## src/rtl/core/motor_feedback_multiturn_tracker_core_macros.svh

```systemverilog
// Assertion macros for the multiturn tracker core.
`ifndef MOTOR_FEEDBACK_MULTITURN_TRACKER_CORE_MACROS_SVH
`define MOTOR_FEEDBACK_MULTITURN_TRACKER_CORE_MACROS_SVH

// same-cycle implication
`define MFTC_ASSERT_IMP(lbl, ante, cons, msg) \
   lbl: assert property (@(posedge clock) disable iff (reset) (ante) |-> (cons)) \
      else $error(msg);

// next-cycle implication
`define MFTC_ASSERT_NXT(lbl, ante, cons, msg) \
   lbl: assert property (@(posedge clock) disable iff (reset) (ante) |=> (cons)) \
      else $error(msg);

`endif

```

## src/rtl/core/mftc_pkg.sv

```systemverilog
package mftc_pkg;

   localparam logic KIND_FRAME = 1'b0;
   localparam logic KIND_TICK  = 1'b1;

   localparam logic REG_ANGLE_SCALE = 1'b0;
   localparam logic REG_SPEED_SCALE = 1'b1;

   localparam logic [31:0] ANGLE_SCALE_RST = 32'd171545;
   localparam logic [31:0] SPEED_SCALE_RST = 32'd23421000;

   localparam int FIFO_DEPTH = 4;
   localparam int FIFO_AW    = 2;

   localparam logic signed [53:0] SAT_MAX = 54'sd2147483647;
   localparam logic signed [53:0] SAT_MIN = -54'sd2147483648;

   typedef struct packed {
      logic               link;
      logic signed [23:0] turns;
      logic [12:0]        position;
      logic signed [15:0] speed;
      logic signed [15:0] current;
      logic [7:0]         temperature;
   } mftc_snap_type;

   typedef struct packed {
      logic full;
      logic empty;
   } mftc_fifo_stat_type;

   function automatic logic signed [31:0] mftc_sat32(input logic signed [53:0] v);
      logic signed [31:0] r;
      if (v > SAT_MAX) begin
         r = 32'sh7FFFFFFF;
      end else if (v < SAT_MIN) begin
         r = 32'sh80000000;
      end else begin
         r = v[31:0];
      end
      return r;
   endfunction

endpackage

```

## src/rtl/core/mftc_chan_if.sv

```systemverilog
interface mftc_req_if;
   logic               valid;
   logic               ready;
   logic               kind;
   logic [12:0]        encoder_position;
   logic signed [15:0] speed_rpm;
   logic signed [15:0] current_raw;
   logic [7:0]         temperature_raw;

   modport source (output valid, kind, encoder_position, speed_rpm, current_raw,
                   temperature_raw, input ready);
   modport sink (input valid, kind, encoder_position, speed_rpm, current_raw,
                 temperature_raw, output ready);
endinterface

interface mftc_rsp_if;
   logic               valid;
   logic               ready;
   logic               link_up;
   logic signed [23:0] turn_count;
   logic signed [36:0] total_position;
   logic signed [31:0] angle_q16;
   logic signed [31:0] omega_q16;
   logic signed [15:0] current_out;
   logic [7:0]         temperature_out;

   modport source (output valid, link_up, turn_count, total_position, angle_q16,
                   omega_q16, current_out, temperature_out, input ready);
   modport sink (input valid, link_up, turn_count, total_position, angle_q16,
                 omega_q16, current_out, temperature_out, output ready);
endinterface

```

## src/rtl/core/motor_feedback_multiturn_tracker_core.sv

```systemverilog
// Multi-turn tracker for an absolute single-turn encoder. Each request word is
// either a feedback frame or an alive tick and yields exactly one response word
// with link state, turn count, total position, output-shaft angle and speed in
// saturated Q16.16, and the latest current and temperature. Throughput is one
// word per clock while the queue has room and responses are taken. The front,
// which updates the turn and link state, writes a four-entry queue; three
// back-end stages follow, set by splitting the 37 x 32 bit angle product into
// two partial products before the rounding add. The user must write scale
// registers via the csr port only while no word is in flight (not enforced).
`include "motor_feedback_multiturn_tracker_core_macros.svh"

module motor_feedback_multiturn_tracker_core
   import mftc_pkg::*;
#(
   parameter int COUNTS_PER_TURN = 8192
) (
   input  logic        clock,
   input  logic        reset,
   mftc_req_if.sink    req_ch,
   mftc_rsp_if.source  rsp_ch,
   input  logic        csr_we,
   input  logic        csr_index,
   input  logic [31:0] csr_wdata
);

   logic               push;
   logic               pop;
   mftc_snap_type      push_data;
   mftc_snap_type      pop_data;
   mftc_fifo_stat_type fifo_stat;
   logic [31:0]        angle_scale_ff;
   logic [31:0]        speed_scale_ff;

   always_ff @(posedge clock) begin
      if (reset) begin
         angle_scale_ff <= ANGLE_SCALE_RST;
         speed_scale_ff <= SPEED_SCALE_RST;
      end else if (csr_we) begin
         unique case (csr_index)
            REG_ANGLE_SCALE: angle_scale_ff <= csr_wdata;
            REG_SPEED_SCALE: speed_scale_ff <= csr_wdata;
            default: ;
         endcase
      end
   end

   mftc_front #(
      .COUNTS_PER_TURN(COUNTS_PER_TURN)
   ) u_front (
      .clock     (clock),
      .reset     (reset),
      .req_ch    (req_ch),
      .fifo_stat (fifo_stat),
      .push      (push),
      .push_data (push_data)
   );

   mftc_fifo u_fifo (
      .clock     (clock),
      .reset     (reset),
      .push      (push),
      .push_data (push_data),
      .pop       (pop),
      .pop_data  (pop_data),
      .stat      (fifo_stat)
   );

   mftc_back #(
      .COUNTS_PER_TURN(COUNTS_PER_TURN)
   ) u_back (
      .clock       (clock),
      .reset       (reset),
      .in_valid    (!fifo_stat.empty),
      .in_data     (pop_data),
      .pop         (pop),
      .angle_scale (angle_scale_ff),
      .speed_scale (speed_scale_ff),
      .rsp_ch      (rsp_ch)
   );

   `MFTC_ASSERT_IMP(a_no_overflow, push, !fifo_stat.full, "queue push while full")
   `MFTC_ASSERT_IMP(a_no_underflow, pop, !fifo_stat.empty, "queue pop while empty")
   `MFTC_ASSERT_NXT(a_push_lands, push, !fifo_stat.empty, "queue empty after push")

endmodule

```

## src/rtl/core/mftc_front.sv

```systemverilog
module mftc_front
   import mftc_pkg::*;
#(
   parameter int COUNTS_PER_TURN = 8192
) (
   input  logic               clock,
   input  logic               reset,
   mftc_req_if.sink           req_ch,
   input  mftc_fifo_stat_type fifo_stat,
   output logic               push,
   output mftc_snap_type      push_data
);

   localparam logic signed [17:0] HALF = 18'(COUNTS_PER_TURN / 2);

   logic [12:0]        last_pos_ff, last_pos_in;
   logic signed [23:0] turns_ff, turns_in;
   logic               seen_ff, seen_in;
   logic               link_ff, link_in;
   logic signed [15:0] speed_ff, speed_in;
   logic signed [15:0] current_ff, current_in;
   logic [7:0]         temp_ff, temp_in;
   logic signed [17:0] delta;

   assign req_ch.ready = !fifo_stat.full;
   assign push = req_ch.valid && !fifo_stat.full;
   assign delta = $signed({5'b0, req_ch.encoder_position}) - $signed({5'b0, last_pos_ff});

   always_comb begin
      last_pos_in = last_pos_ff;
      turns_in    = turns_ff;
      seen_in     = seen_ff;
      link_in     = link_ff;
      speed_in    = speed_ff;
      current_in  = current_ff;
      temp_in     = temp_ff;
      if (push) begin
         if (req_ch.kind == KIND_FRAME) begin
            if (delta < -HALF) begin
               turns_in = turns_ff + 24'sd1;
            end else if (delta > HALF) begin
               turns_in = turns_ff - 24'sd1;
            end
            last_pos_in = req_ch.encoder_position;
            speed_in    = req_ch.speed_rpm;
            current_in  = req_ch.current_raw;
            temp_in     = req_ch.temperature_raw;
            seen_in     = 1'b1;
         end else begin
            link_in = seen_ff;
            seen_in = 1'b0;
         end
      end
   end

   assign push_data = '{link: link_in, turns: turns_in, position: last_pos_in,
                        speed: speed_in, current: current_in, temperature: temp_in};

   always_ff @(posedge clock) begin
      if (reset) begin
         last_pos_ff <= '0;
         turns_ff    <= '0;
         seen_ff     <= 1'b0;
         link_ff     <= 1'b0;
         speed_ff    <= '0;
         current_ff  <= '0;
         temp_ff     <= '0;
      end else begin
         last_pos_ff <= last_pos_in;
         turns_ff    <= turns_in;
         seen_ff     <= seen_in;
         link_ff     <= link_in;
         speed_ff    <= speed_in;
         current_ff  <= current_in;
         temp_ff     <= temp_in;
      end
   end

endmodule

```

## src/rtl/core/mftc_fifo.sv

```systemverilog
module mftc_fifo
   import mftc_pkg::*;
(
   input  logic               clock,
   input  logic               reset,
   input  logic               push,
   input  mftc_snap_type      push_data,
   input  logic               pop,
   output mftc_snap_type      pop_data,
   output mftc_fifo_stat_type stat
);

   mftc_snap_type        mem_ff [FIFO_DEPTH];
   logic [FIFO_AW-1:0]   wr_ptr_ff, wr_ptr_in;
   logic [FIFO_AW-1:0]   rd_ptr_ff, rd_ptr_in;
   logic [FIFO_AW:0]     count_ff, count_in;

   assign stat.full  = (count_ff == (FIFO_AW + 1)'(FIFO_DEPTH));
   assign stat.empty = (count_ff == '0);
   assign pop_data   = mem_ff[rd_ptr_ff];

   always_comb begin
      wr_ptr_in = push ? wr_ptr_ff + 1'b1 : wr_ptr_ff;
      rd_ptr_in = pop ? rd_ptr_ff + 1'b1 : rd_ptr_ff;
      count_in  = count_ff;
      if (push && !pop) begin
         count_in = count_ff + 1'b1;
      end else if (pop && !push) begin
         count_in = count_ff - 1'b1;
      end
   end

   always_ff @(posedge clock) begin
      if (reset) begin
         wr_ptr_ff <= '0;
         rd_ptr_ff <= '0;
         count_ff  <= '0;
      end else begin
         wr_ptr_ff <= wr_ptr_in;
         rd_ptr_ff <= rd_ptr_in;
         count_ff  <= count_in;
      end
   end

   always_ff @(posedge clock) begin
      if (push) begin
         mem_ff[wr_ptr_ff] <= push_data;
      end
   end

endmodule

```

## src/rtl/core/mftc_back.sv

```systemverilog
module mftc_back
   import mftc_pkg::*;
#(
   parameter int COUNTS_PER_TURN = 8192
) (
   input  logic          clock,
   input  logic          reset,
   input  logic          in_valid,
   input  mftc_snap_type in_data,
   output logic          pop,
   input  logic [31:0]   angle_scale,
   input  logic [31:0]   speed_scale,
   mftc_rsp_if.source    rsp_ch
);

   localparam logic signed [17:0] CPT = 18'(COUNTS_PER_TURN);

   logic adv;

   // stage 1: total position
   logic               s1_valid_ff;
   logic signed [41:0] turn_prod;
   logic signed [36:0] s1_total_ff, s1_total_in;
   mftc_snap_type      s1_snap_ff;

   // stage 2: partial products
   logic               s2_valid_ff;
   logic signed [53:0] s2_ph_ff, s2_ph_in;
   logic [47:0]        s2_pl_ff, s2_pl_in;
   logic signed [48:0] s2_ps_ff, s2_ps_in;
   logic signed [36:0] s2_total_ff;
   mftc_snap_type      s2_snap_ff;

   // stage 3: round, saturate, result word
   logic               out_valid_ff;
   logic signed [69:0] angle_sum;
   logic signed [49:0] speed_sum;
   logic signed [31:0] angle_ff, angle_in;
   logic signed [31:0] omega_ff, omega_in;
   logic signed [36:0] out_total_ff;
   mftc_snap_type      out_snap_ff;

   assign adv = !out_valid_ff || rsp_ch.ready;
   assign pop = adv && in_valid;

   assign turn_prod   = $signed(in_data.turns) * CPT;
   assign s1_total_in = turn_prod[36:0] + $signed({24'b0, in_data.position});

   assign s2_ph_in = $signed(s1_total_ff[36:16]) * $signed({1'b0, angle_scale});
   assign s2_pl_in = s1_total_ff[15:0] * angle_scale;
   assign s2_ps_in = s1_snap_ff.speed * $signed({1'b0, speed_scale});

   assign angle_sum = $signed({s2_ph_ff, 16'h0000}) + $signed({22'b0, s2_pl_ff})
                      + 70'sd32768;
   assign speed_sum = $signed({s2_ps_ff[48], s2_ps_ff}) + 50'sd32768;
   assign angle_in  = mftc_sat32(angle_sum[69:16]);
   assign omega_in  = mftc_sat32($signed({{20{speed_sum[49]}}, speed_sum[49:16]}));

   always_ff @(posedge clock) begin
      if (reset) begin
         s1_valid_ff  <= 1'b0;
         s2_valid_ff  <= 1'b0;
         out_valid_ff <= 1'b0;
      end else if (adv) begin
         s1_valid_ff  <= in_valid;
         s2_valid_ff  <= s1_valid_ff;
         out_valid_ff <= s2_valid_ff;
      end
   end

   always_ff @(posedge clock) begin
      if (adv) begin
         s1_total_ff  <= s1_total_in;
         s1_snap_ff   <= in_data;
         s2_ph_ff     <= s2_ph_in;
         s2_pl_ff     <= s2_pl_in;
         s2_ps_ff     <= s2_ps_in;
         s2_total_ff  <= s1_total_ff;
         s2_snap_ff   <= s1_snap_ff;
         angle_ff     <= angle_in;
         omega_ff     <= omega_in;
         out_total_ff <= s2_total_ff;
         out_snap_ff  <= s2_snap_ff;
      end
   end

   assign rsp_ch.valid           = out_valid_ff;
   assign rsp_ch.link_up         = out_snap_ff.link;
   assign rsp_ch.turn_count      = out_snap_ff.turns;
   assign rsp_ch.total_position  = out_total_ff;
   assign rsp_ch.angle_q16       = angle_ff;
   assign rsp_ch.omega_q16       = omega_ff;
   assign rsp_ch.current_out     = out_snap_ff.current;
   assign rsp_ch.temperature_out = out_snap_ff.temperature;

endmodule

```

## src/flat_wrapper.sv

```systemverilog
// flat-port wrapper written by rule: the top's interface ports become plain ports
module motor_feedback_multiturn_tracker_core_flat import mftc_pkg::*;
#(
   parameter int COUNTS_PER_TURN = 8192
)
  (clock, reset, csr_we, csr_index, csr_wdata, req_ch_valid, req_ch_kind, req_ch_encoder_position, req_ch_speed_rpm, req_ch_current_raw, req_ch_temperature_raw, req_ch_ready, rsp_ch_valid, rsp_ch_link_up, rsp_ch_turn_count, rsp_ch_total_position, rsp_ch_angle_q16, rsp_ch_omega_q16, rsp_ch_current_out, rsp_ch_temperature_out, rsp_ch_ready);
  mftc_req_if req_ch_i ();
  mftc_rsp_if rsp_ch_i ();
  input  logic clock;
  input  logic reset;
  input  logic csr_we;
  input  logic csr_index;
  input  logic [31:0] csr_wdata;
  input wire logic [$bits(req_ch_i.valid)-1:0] req_ch_valid;
  input wire logic [$bits(req_ch_i.kind)-1:0] req_ch_kind;
  input wire logic [$bits(req_ch_i.encoder_position)-1:0] req_ch_encoder_position;
  input wire logic [$bits(req_ch_i.speed_rpm)-1:0] req_ch_speed_rpm;
  input wire logic [$bits(req_ch_i.current_raw)-1:0] req_ch_current_raw;
  input wire logic [$bits(req_ch_i.temperature_raw)-1:0] req_ch_temperature_raw;
  output wire logic [$bits(req_ch_i.ready)-1:0] req_ch_ready;
  output wire logic [$bits(rsp_ch_i.valid)-1:0] rsp_ch_valid;
  output wire logic [$bits(rsp_ch_i.link_up)-1:0] rsp_ch_link_up;
  output wire logic [$bits(rsp_ch_i.turn_count)-1:0] rsp_ch_turn_count;
  output wire logic [$bits(rsp_ch_i.total_position)-1:0] rsp_ch_total_position;
  output wire logic [$bits(rsp_ch_i.angle_q16)-1:0] rsp_ch_angle_q16;
  output wire logic [$bits(rsp_ch_i.omega_q16)-1:0] rsp_ch_omega_q16;
  output wire logic [$bits(rsp_ch_i.current_out)-1:0] rsp_ch_current_out;
  output wire logic [$bits(rsp_ch_i.temperature_out)-1:0] rsp_ch_temperature_out;
  input wire logic [$bits(rsp_ch_i.ready)-1:0] rsp_ch_ready;
  assign req_ch_i.valid = req_ch_valid;
  assign req_ch_i.kind = req_ch_kind;
  assign req_ch_i.encoder_position = req_ch_encoder_position;
  assign req_ch_i.speed_rpm = req_ch_speed_rpm;
  assign req_ch_i.current_raw = req_ch_current_raw;
  assign req_ch_i.temperature_raw = req_ch_temperature_raw;
  assign req_ch_ready = req_ch_i.ready;
  assign rsp_ch_valid = rsp_ch_i.valid;
  assign rsp_ch_link_up = rsp_ch_i.link_up;
  assign rsp_ch_turn_count = rsp_ch_i.turn_count;
  assign rsp_ch_total_position = rsp_ch_i.total_position;
  assign rsp_ch_angle_q16 = rsp_ch_i.angle_q16;
  assign rsp_ch_omega_q16 = rsp_ch_i.omega_q16;
  assign rsp_ch_current_out = rsp_ch_i.current_out;
  assign rsp_ch_temperature_out = rsp_ch_i.temperature_out;
  assign rsp_ch_i.ready = rsp_ch_ready;
  motor_feedback_multiturn_tracker_core #(.COUNTS_PER_TURN(COUNTS_PER_TURN)) u_core (.clock(clock), .reset(reset), .req_ch(req_ch_i), .rsp_ch(rsp_ch_i), .csr_we(csr_we), .csr_index(csr_index), .csr_wdata(csr_wdata));
endmodule
```

## config.mk

```make
export PLATFORM = sky130hd
export DESIGN_NAME = motor_feedback_multiturn_tracker_core_flat
export DESIGN_NICKNAME = d
export VERILOG_FILES = /design/src/rtl/core/mftc_pkg.sv /design/src/rtl/core/mftc_chan_if.sv /design/src/rtl/core/motor_feedback_multiturn_tracker_core.sv /design/src/rtl/core/mftc_front.sv /design/src/rtl/core/mftc_fifo.sv /design/src/rtl/core/mftc_back.sv /design/src/flat_wrapper.sv
export VERILOG_INCLUDE_DIRS = /design/src /design/src/rtl/core
export SDC_FILE = /design/constraint.sdc
export NUM_CORES = 2
export LEC_CHECK = 0
export ABC_AREA = 1
export BUFFER_PORTS_ARGS = -buffer_cell sky130_fd_sc_hd__buf_4
export CORE_ASPECT_RATIO = 2
export CORE_MARGIN = 2
export CORE_UTILIZATION = 42
export CTS_CLUSTER_DIAMETER = 80
export DETAILED_ROUTE_END_ITERATION = 8
export GPL_ROUTABILITY_DRIVEN = 0
export GPL_TIMING_DRIVEN = 0
export SYNTH_ARGS = -nofsm -noshare
export SYNTH_HDL_FRONTEND = slang
export SYNTH_SLANG_ARGS = --single-unit
```

## constraint.sdc

```tcl
create_clock -name clock -period 9.2 [get_ports clock]
set_input_delay 0.92 -clock clock [delete_from_list [all_inputs] [get_ports clock]]
set_output_delay 0.92 -clock clock [all_outputs]
set_load 0.01 [all_outputs]
```

; ---- After elaboration in Yosys (flattened, before gate mapping)
; Memory sizes are Yosys's and may differ from the RTL's. A register that Yosys moved wholly into a read port is not among the register bits.
; Index checks and enable logic that the tools add are counted.
[op_classes]
n_addsub = 11
n_mul = 3
order_cmp = 6
n_eq_ne = 1
mux = 23
bitwise = 1
reduce_logical = 14
[ops]
columns = op, count
row1 = 24-bit 2-to-1 mux, 4
row2 = "70-bit by 17-bit adder with 70-bit output, second input constant", 1
row3 = 70-bit by 49-bit adder with 70-bit output, 1
row4 = 16-bit 2-to-1 mux, 4
row5 = 32-bit 2-to-1 mux, 2
row6 = "54-bit by 32-bit > comparator with 1-bit output, second input constant", 1
row7 = "54-bit by 32-bit less-than comparator with 1-bit output, second input constant", 1
row8 = 21-bit by 33-bit multiplier with 54-bit output, 1
row9 = "49-bit by 17-bit adder with 50-bit output, second input constant", 1
row10 = 16-bit by 33-bit multiplier with 49-bit output, 1
row11 = 16-bit by 32-bit multiplier with 48-bit output, 1
row12 = 37-bit by 13-bit adder with 37-bit output, 1
row13 = "34-bit by 32-bit > comparator with 1-bit output, second input constant", 1
row14 = "34-bit by 32-bit less-than comparator with 1-bit output, second input constant", 1
row15 = 13-bit 2-to-1 mux, 2
row16 = "24-bit by 2-bit adder with 24-bit output, second input constant", 1
row17 = "24-bit by 2-bit subtractor with 24-bit output, second input constant", 1
row18 = 8-bit 2-to-1 mux, 2
row19 = "14-bit > comparator, second input constant", 1
row20 = "14-bit by 13-bit less-than comparator with 1-bit output, second input constant", 1
row21 = 13-bit by 13-bit subtractor with 14-bit output, 1
row22 = 3-bit 2-to-1 mux, 2
row23 = 1-bit logical NOT, 5
row24 = 1-bit 2-to-1 mux, 5
row25 = other kinds (11), 17
[word_totals]
reg_bits = 642
mem_bits_rw = 312
mem_count = 1
[mem_list]
columns = name, depth, width, rd, rd_ports_with_merged_regs, write_ports, line
row1 = u_core.u_fifo.mem_ff, 4, 78, 1, 1, 1, mftc_fifo.sv:13  ; mftc_snap_type mem_ff [FIFO_DEPTH];

; ---- Depth between registers and ports, before layout
[depth]
word_depth = 7
depth_mapped = 30
mapped_depth_nobuf = 28

; ---- Cells and area by module
; A second synthesis with hierarchy kept.
[hier_totals]
hier_cells = 10848
area_unflattened_um2 = 93065.5
[modules_own_cells]
columns = module, n_inst, cells_per_inst, area_per_inst_um2, seq_area_each_um2
row1 = mftc_back, 1, 8838, 73041.3, 11681.2
row2 = mftc_fifo, 1, 812, 12011.5, 9549.2
row3 = mftc_front, 1, 867, 5486.5, 1581.5
row4 = motor_feedback_multiturn_tracker_core, 1, 331, 2526.2, 1281.2

; ---- Worst setup path before layout
; Ideal clock, no wire load.
[synth_timing]
path_kind = input-to-reg
start = input port rsp_ch_ready
end = register u_core.u_back.angle_ff[0] (netlist: u_core.u_back.rsp_ch.angle_q16[0]) (enable)
setup_ps = 738
arrival_time_ps = 8489
path_slack_ps = -26
cell_stages = 2
cell_sequence = nor2_1 > inv_1
[synth_between]
elab_chain_cells = 1
[synth_lines]
columns = item, line
row1 = "start, declared", flat_wrapper.sv:29  ; input wire logic [$bits(rsp_ch_i.ready)-1:0] rsp_ch_ready;
row2 = 1-bit logical OR, mftc_back.sv:43  ; assign adv = !out_valid_ff || rsp_ch.ready;
row3 = named net u_core.u_back.adv, mftc_back.sv:18  ; logic adv;
row4 = "end signal, assigned", mftc_back.sv:80  ; angle_ff <= angle_in;
row5 = "end, declared", mftc_back.sv:38  ; logic signed [31:0] angle_ff, angle_in;
; The timed path passes the listed nets, and every way through them passes these cells.
; A chain may end at the register's enable or synchronous reset.

; ---- Worst setup path in the final report
[layout_timing]
start = register u_core.angle_scale_ff[7]
end = register u_core.u_back.s2_ph_ff[53] (data pin)
[layout_between]
elab_chain_cells = 1
[layout_lines]
columns = item, line
row1 = "start, declared", motor_feedback_multiturn_tracker_core.sv:31  ; logic [31:0] angle_scale_ff;
row2 = "start signal, assigned", motor_feedback_multiturn_tracker_core.sv:40  ; REG_ANGLE_SCALE: angle_scale_ff <= csr_wdata;
row3 = 21-bit by 33-bit multiplier with 54-bit output, mftc_back.sv:49  ; assign s2_ph_in = $signed(s1_total_ff[36:16]) * $signed({1'b0, angle_scale});
row4 = named net u_core.u_back.s2_ph_in[53], mftc_back.sv:28  ; logic signed [53:0] s2_ph_ff, s2_ph_in;
row5 = "end signal, assigned", mftc_back.sv:75  ; s2_ph_ff <= s2_ph_in;
row6 = "end, declared", mftc_back.sv:28
; The timed path passes the listed nets, and every way through them passes these cells.

==> results.toml <==
[run_status]
status = "complete, but fails checks"
violations = "design-rule violations, max-capacitance violations, max-slew violations"

[die]
rows = 244
core_area_sq_mm = 0.220
dieArea_sq_mm = 0.226
start_util_pct = 42.2
pin_count = 244
die_w_um = 337
fp.dieH_um = 670

[timing]
worstMarginPinSlew_ns = 1.63
fmax_ghz = 0.109
skew_ns = 0.0886
drv_slew = 67
maxSlewHeadroom_pct = -8.62
fin_ws_ns = 0.0592
min_period_ns = 9.14
rsz0062_at_grt = "false"
holdWs_ns = 0.418
hold_viol_final = 0
setup_violations = 0
period_share_pct = 99.4

[synthesis]
synth_fp_nets = 13025
synth_mux_area_share_pct = 0
ys_warn_count = 0
async_flop_share_pct = 0
synth_xor_area_share_pct = 1.37
postSynthAreaPerCell_sq_um = 8.45
syn-cell-area_sq_mm = 0.0930
synth_compound_area_share_pct = 5.29
synth_cells = 11008
synth-simple-area-share_pct = 16.4
synth_seq_area_share_pct = 25.9
synth-edff-count = 699
synth_top_family_by_area = "adder cells"
synth_seq_cells = 854
yosys.area_share.adder_pct = 37.2
synth_cell_types = 59
synthFlopType = "edfxtp_1"

[setup_path]
cp-end-kind = "flop"
rr_startpoint = "u_core.angle_scale_ff[7]"
cpMostUsedCell = "fa_1"
cp_num_cells = 25
r2r_slack_ns = 0.06
start_kind = "flop"
critical_path.top_delay_family = "adder cells"
ff2ff_path_depth = 25
critPathArrivalTime_ns = 9.65
required_ns = 9.71
max_stage_delay_ns = 1.17
startpoint = "u_core.angle_scale_ff[7]"
crit_buf_inv = 7
crit_type = "flop to flop"
cp_slowest_cell = "clkbuf_1"
path_max_fanout = 10

[global_routing]
grt_pass1_vias = 80347
grt_max_degree = 47
gr-usage-all-layers_pct = 32.0
grt_pass1_wl_mm = 517
antenna_found_initial = 25
grt-ovfl-total = 0

[drt]
wl_met1_mm = 108
avgRoutedWirePerCell_um = 24.6
dr.max_layer_used = "met5"
via_count = 76614
wirelength_mm = 354
drt_iter0_drc = 6508
post_drt_via_cell_ratio = 5.32
dr_wl_met2_mm = 171
drcViolationCount = 1
dr.pass1.iters = 9
dr_wl_met3_mm = 30.1
ant_nets = 0

[placement]
place_ws_ns = 0.419
placed_cells = 14225
portBuffers = 242
place_hpwl_mm = 284

[clocking]
root_buffer = "clkbuf_16"
clock_latency_ns = 0.77
cts_tree = "done"
htreeDepth = 3
clk_pin_slew_ns = 0.07
cts_made_buffers = 78
cts_setup_buffers = 0
clock_sink_count = 854
clockBufferDepth = 3

[min_path]
hold_depth = 0
worstHoldStart = "u_core.u_back.s2_total_ff[5]"
hold_path_class = "flop to flop"

[final_layout]
final_util_pct = 46.2
area_delta_synth_final_pct = 9.57
layout-drive-gt1-share_pct = 5.45
fin_cells = 14412
nets = 13375

[job]
max-cap-violations = 7
-- final timing paths --
kind	endpoint
hold reg to reg	u_core.u_back.rsp_ch.total_position[5]
setup reg to reg	u_core.u_back.s2_ph_ff[53]
setup / recovery	u_core.u_back.s2_ph_ff[53]
hold / removal	u_core.u_back.rsp_ch.total_position[5]
-- worst reg2reg max path: cells and delay by family, from the launching register on --
| family | cells | cell delay (ns) |
|---|---|---|
| AO/OA/AOI/OAI | 2 | 0.38 |
| XOR/XNOR | 1 | 0.27 |
| adder cells (fa/ha/maj) | 8 | 3.86 |
| buffers and inverters | 7 | 2.68 |
| flip-flops | 1 | 0.33 |
| AND/OR/NAND/NOR | 7 | 1.42 |
-- kinds of logic after synthesis --
logic type | after synthesis
XOR/XNOR | 146
AO/OA/AOI/OAI | 910
adder cells (fa/ha/maj) | 1925
buffers and inverters | 3371
flip-flops | 854
AND/OR/NAND/NOR | 3802
-- layout make-up --
cell class / instances / area, sq um
plain buffers: 481 / 2020
inverters: 2890 / 10900
well taps: 2952 / 3690
fillers: 21699 / 118000
clock inverters: 46 / 524
clock buffers: 100 / 2140
diodes: 36 / 90.1
repair buffers: 270 / 2380
flip-flops and latches: 854 / 24100
multi-input cells: 6783 / 56200
-- synth_stat cells, types with 4 or more instances --
library cell,n,area (sq um)
inv_1,2882,10800
nand2_1,2637,9900
fa_1,1405,28100
edfxtp_1,699,21000
nor2_1,691,2590
ha_1,520,6510
clkbuf_1,388,1460
o21ai_0,361,1810
a21oi_1,332,1660
nand3_1,199,996
dfxtp_1,155,3100
xor2_1,90,788
o22ai_1,79,494
or2_2,76,475
nand4_1,62,388
xnor2_1,56,490
buf_1,52,195
nor3_1,44,220
a31oi_1,38,238
buf_4,25,188
o21ai_1,25,125
o21a_1,22,165
nor4_1,20,125
nand3b_1,16,120
nand2_2,15,93.8
nor2_2,15,93.8
o21bai_1,12,90.1
buf_6,8,90.1
nand3_2,8,80.1
a21o_1,7,52.6
buf_2,7,35.0
a211oi_1,6,45.0
inv_2,6,22.5
nor3_2,5,50.1
o211ai_1,4,30.0
-- layout by cell type (no fill, tap or decap), types with 76 or more instances in the layout --
| cell | netlist | final |
|---|---|---|
| a21oi_1 | 332 | 332 |
| edfxtp_1 | 699 | 699 |
| dfxtp_1 | 155 | 155 |
| or2_2 | 76 | 76 |
| nand3_1 | 199 | 199 |
| o22ai_1 | 79 | 79 |
| nor2_1 | 691 | 687 |
| clkbuf_16 | 0 | 79 |
| ha_1 | 520 | 520 |
| buf_4 | 25 | 267 |
| nand2_1 | 2637 | 2637 |
| o21ai_0 | 361 | 361 |
| xor2_1 | 90 | 90 |
| fa_1 | 1405 | 1405 |
| clkbuf_1 | 388 | 363 |
| inv_1 | 2882 | 2883 |
-- metrics by stage --
step           cell area [sq um]  setup TNS (ns)
6_report                  102000               0
5_1_grt                   102000               0
4_1_cts                   102000               0
3_5_place_dp               99100               0
3_3_place_gp               98500         -640.59
2_1_floorplan              93000               0
-- routing by layer --
layer / vias up / track usage [%]
met1: 37333 / 30.9
met5: - / 0
li1: 33370 / -
met4: 8 / 31.2
met2: 4172 / 54.0
met3: 1731 / 8.62
-- sequential cells by signal (all words and copies together), names as in the netlist, 25 cells and up, named ones only --
signal                               flops
u_core.u_fifo.mem_ff                   312
u_core.u_back.s2_ph_ff                  54
u_core.u_back.s1_snap_ff                41
u_core.u_back.rsp_ch.total_position     37
u_core.u_back.s1_total_ff               37
u_core.u_back.s2_total_ff               37
u_core.u_back.s2_ps_ff                  34
u_core.u_back.s2_pl_ff                  33
u_core.angle_scale_ff                   32
u_core.speed_scale_ff                   32
u_core.u_back.rsp_ch.angle_q16          32
u_core.u_back.rsp_ch.omega_q16          32
u_core.u_back.s2_snap_ff                25
-- timing repair --
item / CTS / global route
endpoints found under the hold margin: 0 / 0
endpoints found under the setup margin: 0 / 3
resized for setup: 0 / 3
hold buffers: 0 / 0
Power is left out: the tool's default activity adds up to more than one toggle a clock period on the data nets, which glitch-free logic cannot reach.
